[src/sv/timed_tag_table_macros.svh]
// Assertion macros shared by the timed tag table RTL.
`ifndef TIMED_TAG_TABLE_MACROS_SVH
`define TIMED_TAG_TABLE_MACROS_SVH

// Same-cycle implication on the rising edge of clk, off during reset.
`define TTT_ASSERT_IMPL(label, ante, cons) \
  label: assert property (@(posedge clk) disable iff (rst) (ante) |-> (cons)) \
    else $error("timed_tag_table: same-cycle property violated");

// Next-cycle implication on the rising edge of clk, off during reset.
`define TTT_ASSERT_NEXT(label, ante, cons) \
  label: assert property (@(posedge clk) disable iff (rst) (ante) |=> (cons)) \
    else $error("timed_tag_table: next-cycle property violated");

`endif

[src/sv/ttt_pkg.sv]
// Types and constants for the timed tag table.
package ttt_pkg;

  typedef enum logic [1:0] {
    MODE_UPDATE = 2'd0,
    MODE_EXPIRE = 2'd1,
    MODE_LOOKUP = 2'd2,
    MODE_NONE   = 2'd3
  } mode_t;

  typedef enum logic [1:0] {
    S_IDLE,
    S_SCAN,
    S_FIN
  } state_t;

  localparam int          PADDR_W       = 3;
  localparam logic        REG_TIMEOUT   = 1'b0;
  localparam logic [15:0] TIMEOUT_RESET = 16'd1000;

  typedef struct packed {
    logic [15:0] id;
    logic [31:0] last_seen;
    logic [31:0] center;
    logic [63:0] corners_low;
    logic [63:0] corners_high;
  } entry_t;

  typedef struct packed {
    mode_t       mode;
    logic [15:0] tag_id;
    logic [31:0] now_ms;
    logic [31:0] center_xy;
    logic [31:0] corner0_xy;
    logic [31:0] corner1_xy;
    logic [31:0] corner2_xy;
    logic [31:0] corner3_xy;
  } item_t;

  typedef struct packed {
    logic        hit;
    logic        dropped;
    logic [15:0] found_id;
    logic [31:0] found_last_seen;
    logic [31:0] found_center;
    logic [31:0] found_corner0;
    logic [31:0] found_corner1;
    logic [31:0] found_corner2;
    logic [31:0] found_corner3;
    logic [4:0]  entry_count;
    logic [4:0]  removed_count;
  } result_t;

endpackage

[src/sv/ttt_entry_mem.sv]
// Entry store: one write port, one registered read port.
module ttt_entry_mem #(
  parameter int DEPTH = 16,
  parameter int AW    = 4
) (
  input  logic            clk,
  input  logic            wr_en,
  input  logic [AW-1:0]   wr_addr,
  input  ttt_pkg::entry_t wr_data,
  input  logic [AW-1:0]   rd_addr,
  output ttt_pkg::entry_t rd_data
);
  import ttt_pkg::*;

  entry_t mem [DEPTH];

  always_ff @(posedge clk) begin
    if (wr_en) begin
      mem[wr_addr] <= wr_data;
    end
  end

  always_ff @(posedge clk) begin
    rd_data <= mem[rd_addr];
  end

endmodule

[src/sv/timed_tag_table.sv]
// Timed tag table: keyed tag store with update, lookup and timeout expiry.
// Flow: an accepted item scans the entries in order, stopping early on an id match
//   (expire scans them all), then the result is registered; mode 3 skips the scan.
// One item at a time: no new item is taken until the result is registered, and the
//   result register waits until the result side has taken the previous result.
// Reset (rst, synchronous): table empty, timeout 1000, no result pending; RAM not cleared.
`include "timed_tag_table_macros.svh"

module timed_tag_table #(
  parameter int TABLE_DEPTH = 16
) (
  input  logic                          clk,
  input  logic                          rst,
  input  logic                          item_valid,
  output logic                          item_ready,
  input  ttt_pkg::item_t                item,
  output logic                          result_valid,
  input  logic                          result_ready,
  output ttt_pkg::result_t              result,
  input  logic                          psel,
  input  logic                          penable,
  input  logic                          pwrite,
  input  logic [ttt_pkg::PADDR_W-1:0]   paddr,
  input  logic [31:0]                   pwdata,
  output logic [31:0]                   prdata,
  output logic                          pready
);
  import ttt_pkg::*;

  localparam int AW = (TABLE_DEPTH > 1) ? $clog2(TABLE_DEPTH) : 1;
  localparam int CW = $clog2(TABLE_DEPTH + 1);
  localparam logic [CW-1:0] FULL = CW'(TABLE_DEPTH);

  // Configuration register
  logic [15:0] timeout_lim;

  // Sequencer state
  state_t  state, state_next;
  item_t   item_q;
  logic [CW-1:0] count, count_next;
  logic [CW-1:0] issue_idx;   // next entry to read
  logic [CW-1:0] chk_idx;     // entry whose data sits on rd_data
  logic          chk_valid;
  logic [CW-1:0] wr_idx;      // compaction write pointer
  logic [CW-1:0] removed;
  logic          hit_q;
  logic [AW-1:0] hit_idx;
  entry_t        found_q;

  // Entry RAM ports
  logic          mem_we;
  logic [AW-1:0] mem_waddr;
  entry_t        mem_wdata;
  entry_t        rd_data;

  // Shared compare unit and scan control
  logic          scan_issue;
  logic          id_match;
  logic [31:0]   age;
  logic          expired;
  logic          keep;
  logic          scan_done;
  logic          fin_go;
  entry_t        item_entry;
  result_t       res_next;

  // ---------------------------------------------------------------------------
  // APB configuration port: one register, byte offsets ignored.
  // ---------------------------------------------------------------------------
  assign pready = 1'b1;

  always_ff @(posedge clk) begin
    if (rst) begin
      timeout_lim <= TIMEOUT_RESET;
    end else if (psel && penable && pwrite && paddr[2] == REG_TIMEOUT) begin
      timeout_lim <= pwdata[15:0];
    end
  end

  always_comb begin
    if (paddr[2] == REG_TIMEOUT) begin
      prdata = {16'd0, timeout_lim};
    end else begin
      prdata = '0;
    end
  end

  // ---------------------------------------------------------------------------
  // Scan datapath: the read of entry i+1 overlaps the check of entry i.
  // ---------------------------------------------------------------------------
  assign item_entry.id           = item_q.tag_id;
  assign item_entry.last_seen    = item_q.now_ms;
  assign item_entry.center       = item_q.center_xy;
  assign item_entry.corners_low  = {item_q.corner1_xy, item_q.corner0_xy};
  assign item_entry.corners_high = {item_q.corner3_xy, item_q.corner2_xy};

  assign scan_issue = (state == S_SCAN) && (issue_idx < count);
  assign id_match   = chk_valid && (item_q.mode != MODE_EXPIRE) &&
                      (rd_data.id == item_q.tag_id);
  // Age wraps modulo 2^32, so a future stamp reads as very old.
  assign age        = item_q.now_ms - rd_data.last_seen;
  assign expired    = age > {16'd0, timeout_lim};
  assign keep       = (state == S_SCAN) && chk_valid &&
                      (item_q.mode == MODE_EXPIRE) && !expired;
  assign scan_done  = (state == S_SCAN) && (id_match || (!chk_valid && !scan_issue));
  assign fin_go     = (state == S_FIN) && (!result_valid || result_ready);

  // Next state
  always_comb begin
    state_next = state;
    unique case (state)
      S_IDLE: begin
        if (item_valid) begin
          state_next = (item.mode == MODE_NONE) ? S_FIN : S_SCAN;
        end
      end
      S_SCAN: begin
        if (scan_done) begin
          state_next = S_FIN;
        end
      end
      S_FIN: begin
        if (fin_go) begin
          state_next = S_IDLE;
        end
      end
      default: state_next = S_IDLE;
    endcase
  end

  // Sequencer outputs: handshake and RAM write port
  always_comb begin
    item_ready = 1'b0;
    mem_we     = 1'b0;
    mem_waddr  = wr_idx[AW-1:0];
    mem_wdata  = rd_data;
    unique case (state)
      S_IDLE: begin
        item_ready = 1'b1;
      end
      S_SCAN: begin
        // Move each survivor down to the compaction pointer.
        mem_we = keep;
      end
      S_FIN: begin
        mem_wdata = item_entry;
        if (fin_go && item_q.mode == MODE_UPDATE) begin
          if (hit_q) begin
            mem_we    = 1'b1;
            mem_waddr = hit_idx;
          end else if (count < FULL) begin
            mem_we    = 1'b1;
            mem_waddr = count[AW-1:0];
          end
        end
      end
      default: begin
        item_ready = 1'b0;
      end
    endcase
  end

  // Count after this item
  always_comb begin
    count_next = count;
    unique case (item_q.mode)
      MODE_UPDATE: begin
        if (!hit_q && count < FULL) begin
          count_next = CW'(count + 1'b1);
        end
      end
      MODE_EXPIRE: count_next = wr_idx;
      MODE_LOOKUP: count_next = count;
      MODE_NONE:   count_next = count;
      default:     count_next = count;
    endcase
  end

  // Result assembly
  always_comb begin
    res_next             = '0;
    res_next.entry_count = 5'(count_next);
    unique case (item_q.mode)
      MODE_UPDATE: begin
        res_next.hit     = hit_q;
        res_next.dropped = !hit_q && (count == FULL);
      end
      MODE_EXPIRE: begin
        res_next.removed_count = 5'(removed);
      end
      MODE_LOOKUP: begin
        res_next.hit = hit_q;
        if (hit_q) begin
          res_next.found_id        = found_q.id;
          res_next.found_last_seen = found_q.last_seen;
          res_next.found_center    = found_q.center;
          res_next.found_corner0   = found_q.corners_low[31:0];
          res_next.found_corner1   = found_q.corners_low[63:32];
          res_next.found_corner2   = found_q.corners_high[31:0];
          res_next.found_corner3   = found_q.corners_high[63:32];
        end
      end
      MODE_NONE: begin
        res_next.hit = 1'b0;
      end
      default: begin
        res_next.hit = 1'b0;
      end
    endcase
  end

  // Control registers
  always_ff @(posedge clk) begin
    if (rst) begin
      state        <= S_IDLE;
      count        <= '0;
      chk_valid    <= 1'b0;
      result_valid <= 1'b0;
    end else begin
      state <= state_next;
      if (state == S_IDLE) begin
        chk_valid <= 1'b0;
      end else begin
        chk_valid <= scan_issue;
      end
      if (fin_go) begin
        count        <= count_next;
        result_valid <= 1'b1;
      end else if (result_ready) begin
        result_valid <= 1'b0;
      end
    end
  end

  // Working registers of the current item
  always_ff @(posedge clk) begin
    if (item_valid && item_ready) begin
      item_q    <= item;
      issue_idx <= '0;
      wr_idx    <= '0;
      removed   <= '0;
      hit_q     <= 1'b0;
    end else if (state == S_SCAN) begin
      if (scan_issue) begin
        issue_idx <= CW'(issue_idx + 1'b1);
        chk_idx   <= issue_idx;
      end
      if (keep) begin
        wr_idx <= CW'(wr_idx + 1'b1);
      end
      if (chk_valid && item_q.mode == MODE_EXPIRE && expired) begin
        removed <= CW'(removed + 1'b1);
      end
      if (id_match) begin
        hit_q   <= 1'b1;
        hit_idx <= chk_idx[AW-1:0];
        found_q <= rd_data;
      end
    end
  end

  // Hold the result until it is taken.
  always_ff @(posedge clk) begin
    if (fin_go) begin
      result <= res_next;
    end
  end

  ttt_entry_mem #(
    .DEPTH (TABLE_DEPTH),
    .AW    (AW)
  ) u_mem (
    .clk     (clk),
    .wr_en   (mem_we),
    .wr_addr (mem_waddr),
    .wr_data (mem_wdata),
    .rd_addr (issue_idx[AW-1:0]),
    .rd_data (rd_data)
  );

  // ---------------------------------------------------------------------------
  // Assertions
  // ---------------------------------------------------------------------------
  `TTT_ASSERT_IMPL(a_count_range, 1'b1, count <= FULL)
  `TTT_ASSERT_IMPL(a_hit_xor_drop, result_valid, !(result.hit && result.dropped))
  `TTT_ASSERT_IMPL(a_compact_behind, (state == S_SCAN) && chk_valid, wr_idx <= chk_idx)
  `TTT_ASSERT_NEXT(a_accept_busy, item_valid && item_ready, !item_ready)

endmodule

[config.mk]
export PLATFORM = sky130hd
export DESIGN_NAME = timed_tag_table
export DESIGN_NICKNAME = d
export VERILOG_FILES = /design/src/sv/ttt_pkg.sv /design/src/sv/ttt_entry_mem.sv /design/src/sv/timed_tag_table.sv
export VERILOG_INCLUDE_DIRS = /design/src /design/src/sv
export SDC_FILE = /design/constraint.sdc
export NUM_CORES = 2
export LEC_CHECK = 0
export ABC_AREA = 1
export BUFFER_PORTS_ARGS = -buffer_cell sky130_fd_sc_hd__buf_2
export CAP_MARGIN = 20
export CORE_ASPECT_RATIO = 1.4
export CORE_UTILIZATION = 40
export CTS_BUF_LIST = sky130_fd_sc_hd__clkbuf_8
export DETAILED_ROUTE_END_ITERATION = 8
export HOLD_SLACK_MARGIN = 0.02
export SLEW_MARGIN = 20
export SYNTH_ARGS = -nofsm -noshare
export SYNTH_HDL_FRONTEND = slang
export SYNTH_SLANG_ARGS = --single-unit
[constraint.sdc]
create_clock -name clk -period 62.7 [get_ports clk]
set_input_delay 12.54 -clock clk [delete_from_list [all_inputs] [get_ports clk]]
set_output_delay 12.54 -clock clk [all_outputs]
set_load 0.02 [all_outputs]
# Word level (Yosys, flattened, before mapping)
# Memory sizes are Yosys's and may differ from the RTL's. A register that Yosys moved wholly into a read port is not among the register bits.
# Cells that the tools add are included.
op_classes:
  n_mul: 0
  eq_ne: 12
  n_addsub: 5
  shift: 0
  bitwise: 2
  reduce_logical: 39
  mux: 22
  magnitude_cmp: 3
  div: 0
ops:
  columns: ["operator", "count"]
  rows:
  - ["two-way mux 208 bit", 1]
  - ["> comparator 32 x 16 -> 1 bit", 1]
  - ["subtractor 32 bit", 1]
  - ["adder 5 x 1 -> 5 bit, second input constant", 4]
  - ["logical AND 1 bit", 18]
  - ["equality test 16 bit", 1]
  - ["two-way mux 16 bit", 1]
  - ["two-way mux 4 bit", 4]
  - ["case mux 5 bit (3 select lines)", 1]
  - ["AND reduction 2 bit", 5]
  - ["AND reduction 3 bit", 3]
  - ["equality test 2 bit, second input constant", 4]
  - ["two-way mux 1 bit", 8]
  - ["two-way mux 2 bit", 4]
  - ["inequality test 2 bit, second input constant", 3]
  - ["case mux 2 bit (3 select lines)", 1]
  - ["OR reduction 2 bit", 3]
  - ["equality test 5 bit, second input constant", 1]
  - ["logical NOT 1 bit", 5]
  - ["less-than comparator 5 bit", 1]
  - ["less-than comparator 5 bit, second input constant", 1]
  - ["two-way mux 5 bit", 1]
  - ["equality test 2 x 1 -> 1 bit, second input constant", 2]
  - ["logical NOT 2 bit", 2]
  - ["5 further kinds", 7]
word_totals:
  reg_bits: 687
  rom_bits: 0
  latch_bits: 0
  in_bits: 252
  mem_count: 1
  output_inout_bits: 255
  mem_bits_rw: 3328
mem_list:
  columns: ["memory", "depth", "word_bits", "rd", "rd_clocked_by_memory_dff", "wr", "line", "source"]
  rows:
  - ["u_mem.mem", 16, 208, 1, 1, 1, "ttt_entry_mem.sv:15", "entry_t mem [DEPTH];"]

# Longest topological paths before layout
logic_depth:
  ltp_word: 8
  depth_mapped: 29
  mapped_depth_nobuf: 29

# Cells and area by module
# A second synthesis with hierarchy kept.
unflattened:
  cells_unflattened: 15343
  area_unflattened_um2: 171567.0
by_module_without_submodules:
  columns: ["mod", "area_per_inst_um2", "cells_each", "n_inst"]
  rows:
  - ["ttt_entry_mem", 142417.8, 12629, 1]
  - ["timed_tag_table", 29149.2, 2714, 1]

# Worst setup path before layout
# OpenSTA, ideal clock, no wires.
synth_timing:
  path_kind: "input to register"
  start: "in item_valid"
  end: "reg hit_q"
  n_path_buf: 0
  slack_ps: 34308
  stages: 4
  arrival_time_ps: 28224
  cell_sequence: "nand2_1 > inv_1 > nor3_1 > o21bai_1"
synth_via:
  elab_chain_len: 1
synth_rtl:
  columns: ["element", "line", "source"]
  rows:
  - ["start, declared", "timed_tag_table.sv:14", "input logic item_valid,"]
  - ["logical AND 1 bit", "timed_tag_table.sv:237", "if (item_valid && item_ready) begin"]
  - ["end signal, assigned", "timed_tag_table.sv:242", "hit_q <= 1'b0;"]
  - ["end signal, assigned", "timed_tag_table.sv:255", "hit_q <= 1'b1;"]
  - ["end, declared", "timed_tag_table.sv:46", "logic hit_q;"]
# Every way passes these cells.
# A chain may end at the register's enable or synchronous reset.

# Worst setup path in the final report
layout_timing:
  start: "in paddr[2] in the netlist's numbering"
  end: "out prdata[12]"
layout_via:
  elab_chain_len: 1
layout_rtl:
  columns: ["element", "line", "source"]
  rows:
  - ["start, declared", "timed_tag_table.sv:23", "input logic [ttt_pkg::PADDR_W-1:0] paddr,"]
  - ["two-way mux 16 bit", "timed_tag_table.sv:81", "if (paddr[2] == REG_TIMEOUT) begin"]
  - ["end, declared", "timed_tag_table.sv:25", "output logic [31:0] prdata,"]
# Every way passes these cells.

==> out/qor.txt <==
outcome: complete, but fails checks
violated checks: design-rule violations
Post-route DRC: 9
Max Clock Skew: 0.09295 ns
final-report max-slew violation count: 0
Req. time, crit path: 50.16 ns
Crit Path Category: primary input to output pin
TNS Setup: 0 ns
ys async rst share: 0%
GRT overflow: 0
TritonCTS Buffers: 640
number of fill cells: 35,670
clk buf depth: 4
post-cts sizing count: 0
final period utilization: 40.86%
full die area: 404,300 sq um
Port-buffer cells: 471
Mapped Cells: 12,030
fraction of layout instances using a drive strength above 1: 12.40%
Post-synth top cells: edfxtp_1 (3,974), nor2_1 (1,994), o21ai_0 (1,728)
largest cells by area after synthesis: edfxtp_1 (74%), o21ai_0 (5.4%), nor2_1 (4.7%)
f_max: 39.03 MHz
cell mode on critical path: buf_2
wire length per cell: 22.67 um
startpoint types: primary input
Critical Path Sink Type: output pin
GRT Total Usage: 20.12%
Worst-path clk slew: 0.06 ns
Max Cap Viol: 0
Pwr Density: 42.01 nW/um^2
area growth from synthesis to layout: 13.14%
first-pass GRT wire length: 612,500 um
Final nets: 12,900
WL met3: 24,700 um
Via density: 5.359
max-slew headroom at the worst pin: 23.31%
H-tree depth: 6
Synth cell types: 48
largest net degree at the start of global routing: 225
dpl hpwl: 210,400 um
met1 wire length: 181,500 um
DRT Wirelength: 417,200 um
TritonCTS clock tree: yes
Mapped Area: 160,700 sq um
hold buffer count at CTS: 0
# rows: 275
post-synthesis register bit count: 4,223
Placer Congestion: 0.8502
Top FF cell, synth: edfxtp_1
Worst Path Arrival: 13.08 ns
largest delay contributor family on the critical path: buffers and inverters
initial core utilization: 40.16%
final number of hold-violating endpoints: 0
Antenna Nets Post-Route: 0
setup bufs post-CTS: 0
fin crit period: 25.62 ns
Mapped Avg Cell Area: 13.36 sq um
Worst VDD drop: 0.00002484 V
worst-margin pin slew: 1.150 ns
Sink Count: 4,223
Via Count: 98,610
final setup fails: 0
Seq/Total Area, Yosys: 77.36%
RSZ-0062 raised after global routing: false
Die W: 537.7 um
Post-synth EDFFs: 3,974
critical path, cell by cell: buf_2 > nor2_1 > buf_2
IO Pins: 507
Synth area leader: edfxtp_1
Critical-path top delay cell: buf_2
Pleak: 62.97 nW
iteration-0 DRC count of the detailed router: 8,233
Bufs and invs on worst path: 2
Clk Latency, worst-skew pair: 1.27 ns
area of the core: 400,200 sq um
share of the synthesized area in the top cell type: 74.26%
initial antenna violation count: 12
Total Power: 0.007637 W
number of detailed-route iterations in the first pass: 8
chip height: 752.0 um
Worst Hold Class: register to register
Max FO, Critical Path: 17
most common cell in the synthesized netlist: edfxtp_1
met2 WL post-DR: 199,800 um
critical path's largest stage delay: 0.20 ns
Max Used Layer: met5
synth warn: 0
number of global-route vias before repair: 96,120
CTS Root Buffer Type: clkbuf_8
[where the power goes]
part           switching, W  leakage (nW)  total (W)  internal, W
registers         0.0000974          38.1    0.00380      0.00370
logic               0.00119          17.4    0.00156     0.000368
clock network       0.00109          7.49    0.00227      0.00119
[per-layer routing]
metal | up-vias | GRT usage [%]
met4 | 2 | 6.195
met2 | 3212 | 33.33
met3 | 718 | 2.534
met1 | 49550 | 27.60
li1 | 45120 | -
met5 | - | 0
[through the flow]
| stage | area (sq um) | hold slack, ns | cells | util (%) | setup slack, ns |
|---|---|---|---|---|---|
| 2_1_floorplan | 160800 | 0.4003 | 12040 | - | 34.31 |
| 3_3_place_gp | 168800 | 0.4015 | 17210 | 42.18 | 37.11 |
| 3_5_place_dp | 168800 | 0.4054 | 17210 | 42.18 | 37.11 |
| 4_1_cts | 181800 | 0.3826 | 18390 | 45.42 | 37.09 |
| 5_1_grt | 181800 | 0.4142 | 18400 | 45.43 | 37.03 |
| 6_report | 181800 | 0.3817 | 18400 | 45.43 | 37.08 |
[final cells by class]
type                       count  area (sq um)  share of cell area, %
antenna                       11         27.53                0.01514
timing repair buffer         674          4182                  2.300
multi-input combinational   6580         31880                  17.53
tap                         5263          6585                  3.622
inverter                     472          1832                  1.007
sequential                  4223        124300                  68.38
clock inverter               443          2860                  1.573
clock buffer                 735         10120                  5.564
[cells in the final DEF, fill, tap and decap left out, types with 13 or more instances in the layout]
| cell | count |
|---|---|
| a21oi_1 | 55 |
| buf_12 | 24 |
| buf_2 | 471 |
| buf_4 | 179 |
| bufinv_16 | 25 |
| clkbuf_8 | 735 |
| clkinv_1 | 79 |
| clkinv_2 | 50 |
| conb_1 | 17 |
| dfxtp_1 | 246 |
| edfxtp_1 | 3974 |
| ha_1 | 58 |
| inv_1 | 686 |
| inv_6 | 14 |
| inv_8 | 19 |
| nand2_1 | 1285 |
| nand2_2 | 14 |
| nand3_1 | 392 |
| nand4_1 | 13 |
| nor2_1 | 1977 |
| nor2_4 | 20 |
| nor3_1 | 22 |
| o211ai_1 | 75 |
| o21ai_0 | 1724 |
| o221ai_1 | 351 |
| o22ai_1 | 486 |
| xor2_1 | 25 |
[registers in the layout (all words and copies together) (netlist names)]
register	count
wr_idx	5
state	2
timeout_lim	16
result_valid	1
chk_valid	1
issue_idx	5
chk_idx	4
hit_q	1
item_q	2
found_q	208
hit_idx	4
u_mem.rd_data	208
result	220
u_mem.mem	3328
item_entry	208
count	5
removed	5
[cell families after synthesis]
logic type      Yosys count  synth area share, %
compound gates         2713                9.797
fa+ha+maj                60               0.4718
simple gates           3762                9.274
flops                  4223                77.36
other cells               2             0.004673
xor+xnor                 28               0.1526
buf+inv                1238                2.937
[worst paths after layout]
path / startpoint / end / slack [ns] / depth (start not counted)
min: u_mem.rd_data[146] / found_q[146] / 0.38 / 0
max: paddr[2] / prdata[12] / 37.08 / 3
min reg2reg: u_mem.rd_data[146] / found_q[146] / 0.38 / 0
max reg2reg: u_mem.rd_data[173] / u_mem.mem[14][60] / 56.10 / 27
Note: power is estimated with default switching activity, not from simulation.
